`config.mk`:
```
export PLATFORM = sky130hd
export DESIGN_NAME = cds_controller
export DESIGN_NICKNAME = d
export VERILOG_FILES = /design/src/hw/rtl/cds_pkg.sv /design/src/hw/rtl/cds_controller.sv
export SDC_FILE = /design/constraint.sdc
export NUM_CORES = 1
export LEC_CHECK = 0
export BUFFER_PORTS_ARGS = -buffer_cell sky130_fd_sc_hd__clkbuf_2
export CAP_MARGIN = 40
export CORE_AREA = 2 2 39 41
export DETAILED_ROUTE_END_ITERATION = 7
export DIE_AREA = 0 0 41 43
export GPL_TIMING_DRIVEN = 0
export PLACE_DENSITY = 0.64
export SYNTH_ARGS = -nofsm -noshare
export SYNTH_HDL_FRONTEND = slang
export SYNTH_SLANG_ARGS = --single-unit
```
`constraint.sdc`:
```
create_clock -name clk_i -period 1.7 [get_ports clk_i]
set_clock_uncertainty 0.2 [all_clocks]
set_input_delay 0.17 -clock clk_i [delete_from_list [all_inputs] [get_ports clk_i]]
set_output_delay 0.17 -clock clk_i [all_outputs]
set_load 0.05 [all_outputs]
```
`src/hw/rtl/cds_pkg.sv`:
```
package cds_pkg;

  // Field widths of the channel payloads and the count register
  localparam int unsigned IDX_W  = 10;
  localparam int unsigned CDF_W  = 20;
  localparam int unsigned SIZE_W = 21;
  localparam int unsigned RAND_W = 31;
  localparam int unsigned CNT_W  = 11;

  // Default table depth
  localparam int unsigned TABLE_DEPTH_DEF = 1024;

  // Fixed-point scale of the cumulative values (millionths)
  localparam int unsigned CDF_SCALE = 1000000;

  // floor(2^RECIP_SHIFT / CDF_SCALE), used to estimate the quotient
  localparam int unsigned RECIP_SHIFT = 50;
  localparam logic [RAND_W-1:0] RECIP = 31'd1125899906;

  // Quotient of a random word by CDF_SCALE fits in this many bits
  localparam int unsigned QUOT_W = 12;

  // Function codes of an input transaction
  localparam logic FUNC_LOAD   = 1'b0;
  localparam logic FUNC_SAMPLE = 1'b1;

  // Commands from the controller to the datapath
  typedef struct packed {
    logic wr_en;     // write the table entry of the current transaction
    logic cap_rand;  // capture the random word
    logic mul;       // estimate the quotient
    logic sub;       // form the raw remainder
    logic init;      // correct the remainder, set search bounds, first read
    logic step;      // one search probe
    logic load_out;  // load the output register
  } cds_cmd_t;

  // Status from the datapath to the controller
  typedef struct packed {
    logic last_zero;  // only one entry in use
    logic step_done;  // search bounds meet after this probe
  } cds_stat_t;

endpackage

```
`src/hw/rtl/cds_controller.sv`:
```
module cds_controller (
  input  logic                clk_i,
  input  logic                rst_ni,
  input  logic                req_valid_i,
  input  logic                req_func_i,
  output logic                req_ready_o,
  output logic                rsp_valid_o,
  input  logic                rsp_ready_i,
  input  cds_pkg::cds_stat_t  stat_i,
  output cds_pkg::cds_cmd_t   cmd_o
);
  import cds_pkg::*;

  typedef enum logic [5:0] {
    ST_IDLE = 6'b000001,
    ST_MUL  = 6'b000010,
    ST_SUB  = 6'b000100,
    ST_FIX  = 6'b001000,
    ST_SRCH = 6'b010000,
    ST_READ = 6'b100000
  } cds_state_e;

  cds_state_e state_q, state_d;
  logic       out_valid_q, out_valid_d;
  logic       accept;
  logic       out_free;

  assign req_ready_o = state_q == ST_IDLE;
  assign accept      = req_valid_i && req_ready_o;
  assign out_free    = !out_valid_q || rsp_ready_i;

  // Take loads; sequence a sample through reduction, search, result load
  always_comb begin
    state_d     = state_q;
    out_valid_d = out_valid_q;
    cmd_o       = '0;
    if (out_valid_q && rsp_ready_i) begin
      out_valid_d = 1'b0;
    end
    unique case (state_q)
      ST_IDLE: begin
        if (accept) begin
          if (req_func_i == FUNC_SAMPLE) begin
            cmd_o.cap_rand = 1'b1;
            state_d        = ST_MUL;
          end else begin
            cmd_o.wr_en = 1'b1;
          end
        end
      end
      ST_MUL: begin
        cmd_o.mul = 1'b1;
        state_d   = ST_SUB;
      end
      ST_SUB: begin
        cmd_o.sub = 1'b1;
        state_d   = ST_FIX;
      end
      ST_FIX: begin
        cmd_o.init = 1'b1;
        state_d    = stat_i.last_zero ? ST_READ : ST_SRCH;
      end
      ST_SRCH: begin
        cmd_o.step = 1'b1;
        if (stat_i.step_done) begin
          state_d = ST_READ;
        end
      end
      ST_READ: begin
        // hold until the output register is free
        if (out_free) begin
          cmd_o.load_out = 1'b1;
          out_valid_d    = 1'b1;
          state_d        = ST_IDLE;
        end
      end
      default: begin
        state_d = ST_IDLE;
      end
    endcase
  end

  always_ff @(posedge clk_i or negedge rst_ni) begin
    if (!rst_ni) begin
      state_q     <= ST_IDLE;
      out_valid_q <= 1'b0;
    end else begin
      state_q     <= state_d;
      out_valid_q <= out_valid_d;
    end
  end

  assign rsp_valid_o = out_valid_q;

endmodule

```
Word-level counts from Yosys, hierarchy flattened
Index checks and enable logic that the tools add are counted.
W data, S select, Z words.
Storage, ports and cells
  flip-flop bits (word level): 7
  bits of input ports: 7
  output and inout bits: 9
  word-level logic and storage cells: 36
Operators by class
  equal/unequal tests: 10
  muxes and demuxes: 19
  reduce and logical (&&, ||, !) cells: 5
Operator list (number)
  $pmux W6 S6: 1
  $mux W6: 5
  $mux W1: 11
  $eq A6 B1 Y1 const B: 1
  $eq A6 B2 Y1 const B: 1
  $eq A6 B3 Y1 const B: 1
  $eq A6 B4 Y1 const B: 1
  $eq A6 B5 Y1 const B: 1
  $eq A6 B6 Y1 const B: 1
  $ne A2 B2 Y1 const B: 3
  $mux W2: 2
  $reduce_and A4 Y1: 1
  $logic_and A1 B1 Y1: 2
  $ne A2 B1 Y1 const B: 1
  $logic_not A1 Y1: 1
  $logic_or A1 B1 Y1: 1

Logic depth before layout (Yosys ltp)
  word-level depth: 4
  mapped depth: 5
  depth with buffers taken out: 5

Least setup slack after synthesis
Ideal clock, no wire load.
  path type: reg-to-output
  from: register state_q[2]
  to: output port cmd_o[6] in the netlist's numbering
  arrival: 2505 ps
  required time: 1330 ps
  path slack: -1175 ps
  stages on the path, launching flop included: 5
  buffers on the path: 0
  cells stage by stage: dfrtp_1 or2_4 nor4_2 nand2_1 nor2_1
RTL lines
  start, declared: RTL line cds_controller.sv:23  | cds_state_e state_q, state_d;
  start signal, assigned: RTL line cds_controller.sv:88  | state_q <= state_d;
  end, declared: RTL line cds_controller.sv:10  | output cds_pkg::cds_cmd_t cmd_o

==> summary.md <==
| Metric | Value |
|---|---|
| Status | complete, but fails checks |
| Violated checks | setup timing |
| Grt ovf | 0 |
| Relative slew slack | 68.4% |
| Seq/Total Area, Yosys | between 30% and 40% |
| Synthesized-area fraction occupied by adder cells | 0% |
| RSZ-0062 raised after global routing | true |
| Initial antenna violation count | 0 |
| Number of global-route vias before repair | approximately 420 |
| Area fraction in compound gates after synthesis | 12.4% |
| Routability Congestion | ~0.67 |
| CTS Buf Count | 3 |
| Worst VDD drop | about 0.00070 V |
| Leak pwr | 0.384 nW |
| Row cnt | 14 |
| Worst setup EP type | output pin |
| Fin util | approximately 61% |
| Tmin final | around 2 ns |
| DP Area | between 500 and 600 µm² |
| Worst-Skew Late Latency | 0.26 ns |
| CTS tree | done |
| Synthesized flop and latch total | 7 |
| Hold Path Stages | 2 |
| Sink of the worst hold path | state_q[1] |
| Cell Pwr Density | 1090 nW/µm² |
| Final Hold Viols | 0 |
| Critical path class | reg2out |
| Post-Synth XOR/XNOR Area | roughly 2% |
| Vias | between 400 and 500 |
| Internal power | 0.553 mW |
| Root Driver | clkbuf_4 |
| Required time of the critical path | 1.33 ns |
| Switching part of the total power | 39.5% |
| Layout filler cell count | 127 |
| P_sw | ~0.36 mW |
| CP arrival | roughly 1.7 ns |
| Antenna viol nets, final | 0 |
| Core area | 1380 µm² |
| Syn Area/Cell | ~9.4 µm² |
| Reg2Reg Setup Slack | -0.12 ns |
| R2R Path Start | state_q[0] |
| Drt total wl | between 1000 and 1500 µm |
| Mapped Nets | 54 |
| H-tree depth | 1 |
| Worst-case clock buffer depth | 2 |
| Layout Nets | 87 |
| Final setup TNS | -2.16 ns |
| Mux cell area share after synthesis | 0% |
| CP Launch Point | state_q[0] |
| Cells after synthesis | 47 |
| Reg power frac | about 24% |
| Post-Synth Simple-Gate Area | between 40% and 50% |
| Vias/cell | 4.86 |
| Io pins | 16 |
| Slew @ Worst Pin | around 0.47 ns |
| Slew Limit Fails | 0 |
| Hpwl dp | around 710 µm |
| Initial core utilization | about a third |
| First-pass iteration count of the detailed router | 4 |
| Min Hold Slack | approximately 0.030 ns |
| Starting DRT DRC Count | 3 |
| GRT Total Usage | 17.0% |
| FMAX | roughly 0.49 GHz |
| Die Wd | about 41 µm |
| Antenna Cells | 0 |
| Total die area | 1760 µm² |
| PnR worst setup slack | -0.338 ns |
| Design area | ~840 µm² |
| First-pass GRT wire length | about 1900 µm |
| Routed WL per cell | ~12 µm |
| Netlist cell types | 26 |
| Area Growth Syn to Fin | 89.8% |
| RR Endpoint | state_q[0] |
| Max Cap Violations | 0 |
| Worst Hold Launch | req_func_i |
| Largest family of logic cells by synthesized area | simple AND/OR/NAND/NOR gates |
| Worst hold path class | in2reg |
| Critical path fanouts, max | 6 |
| Share of post-route cells with drive strength above 1 | ~57% |
| Warnings from Yosys | 0 |
| Gate power share | 58.9% |
| Cell Area, Synth | about 440 µm² |
| Clock power share | roughly 17% |
| Multi-input logic area | between 300 and 400 µm² |
| DRC errors left | 0 |
| Register area | about 180 µm² |
| Sink Count | 7 |
| Port bufs | 15 |
| Clock Pin Slew Worst Setup and Hold Paths | roughly 0.060 ns |
| Die height | 43 µm |
| Fin crit share | 120% |
| Setup crit start kind | flip-flop |
| # setup viols final | 11 |
| Largest net degree at the start of global routing | 11 |
| R2r worst-path depth | 5 |
[Yosys cell counts]
cell type,number,share of area (%)
a21oi_1,2,2.3
nor2b_1,3,4.2
nand2_1,3,2.5
nor4b_1,2,4.0
a22oi_1,1,1.7
and3_1,2,2.8
dfstp_2,1,5.9
buf_2,1,1.1
nand3_1,1,1.1
o21ai_0,5,5.6
nor3_1,1,1.1
dfrtp_1,6,34
nor4_1,2,2.8
xor2_1,1,2.0
or4b_4,1,3.1
nor4b_4,1,5.4
nor2_1,2,1.7
o22ai_1,2,2.8
or2b_1,1,1.7
buf_4,1,1.7
nor4_2,1,2.8
or2_4,2,4.0
nand2b_1,2,2.8
clkinv_2,1,1.1
inv_1,1,0.85
clkbuf_1,1,0.85
[per-layer routing]
layer | up-vias | track usage [%] | share of wire, %
li1 | 233 | - | -
met1 | 216 | 21.5 | 41
met2 | 11 | 23.8 | 53
met3 | 2 | 7.85 | 4.6
met4 | 0 | 8.00 | 0.72
met5 | - | 0 | 0
[per-stage QoR]
stage | power (mW) | instances | setup slack, ns
after floorplan | 0.496 | 47 | -0.493
after global placement | 0.554 | 78 | -0.235
after detailed placement | 0.558 | 78 | -0.232
after CTS | 0.844 | 93 | -0.346
after global routing | 0.984 | 95 | -0.409
final | 0.915 | 95 | -0.338
[cells by family after synthesis]
| group | count (synthesis) |
|---|---|
| flip-flops | 7 |
| AND/OR/NAND/NOR | 24 |
| AO/OA/AOI/OAI | 10 |
| buffers and inverters | 5 |
| XOR/XNOR | 1 |
[flip-flops by register name, summed over array words and instances, names as in the netlist]
register and cells:
rsp_valid_o 1, state_q 6
[worst max-delay path, stage by stage (launching register included)]
cell and delay [ns]:
dfstp_2 0.39, or2_4 0.25, or4b_4 0.55, clkinv_4 0.07, clkbuf_16 0.15
[cell usage in the layout (no fill, tap or decap), drive strengths merged, types with 3 or more instances in the layout]
| master | netlist | layout |
|---|---|---|
| o21ai | 5 | 5 |
| nor2b | 3 | 3 |
| buf | 2 | 16 |
| nand2 | 3 | 3 |
| nor4 | 3 | 3 |
| clkbuf | 1 | 14 |
| nor4b | 3 | 3 |
| dfrtp | 6 | 6 |
| dlygate4sd3 | 0 | 4 |
[how the worst max path moves through the flow]
stage,end,slack (ns)
floorplan,cmd_o[6],-0.49
global placement,cmd_o[1],-0.23
detailed placement,cmd_o[1],-0.23
CTS,cmd_o[1],-0.35
global route,cmd_o[6],-0.41
finish,cmd_o[1],-0.34
[timing repair]
action                                  4_1_cts  5_1_grt
endpoints found under the setup margin       10       11
setup buffers                                 8        2
hold buffers                                  4        0
hold endpoints to repair                     10        0
pin swaps                                     4        3
resized for setup                            20        9
[area by class of cell]
class	count	share of cell area, %
buffer	2	1.49
inverter	2	1.49
tap	16	2.38
timing repair buffer	29	33.8
sequential	7	21.0
multi-input combinational	35	36.6
clock inverter	1	0.595
clock buffer	3	2.68
[power groups by stage]
stage | Clock (mW) | Sequential (mW) | Combinational (mW)
3_5_place_dp | 0 | 0.226 | 0.333
2_1_floorplan | 0 | 0.222 | 0.274
4_1_cts | 0.163 | 0.220 | 0.460
3_3_place_gp | 0 | 0.225 | 0.328
6_report | 0.155 | 0.221 | 0.539
5_1_grt | 0.180 | 0.228 | 0.577
(Power assumes the default switching activity.)
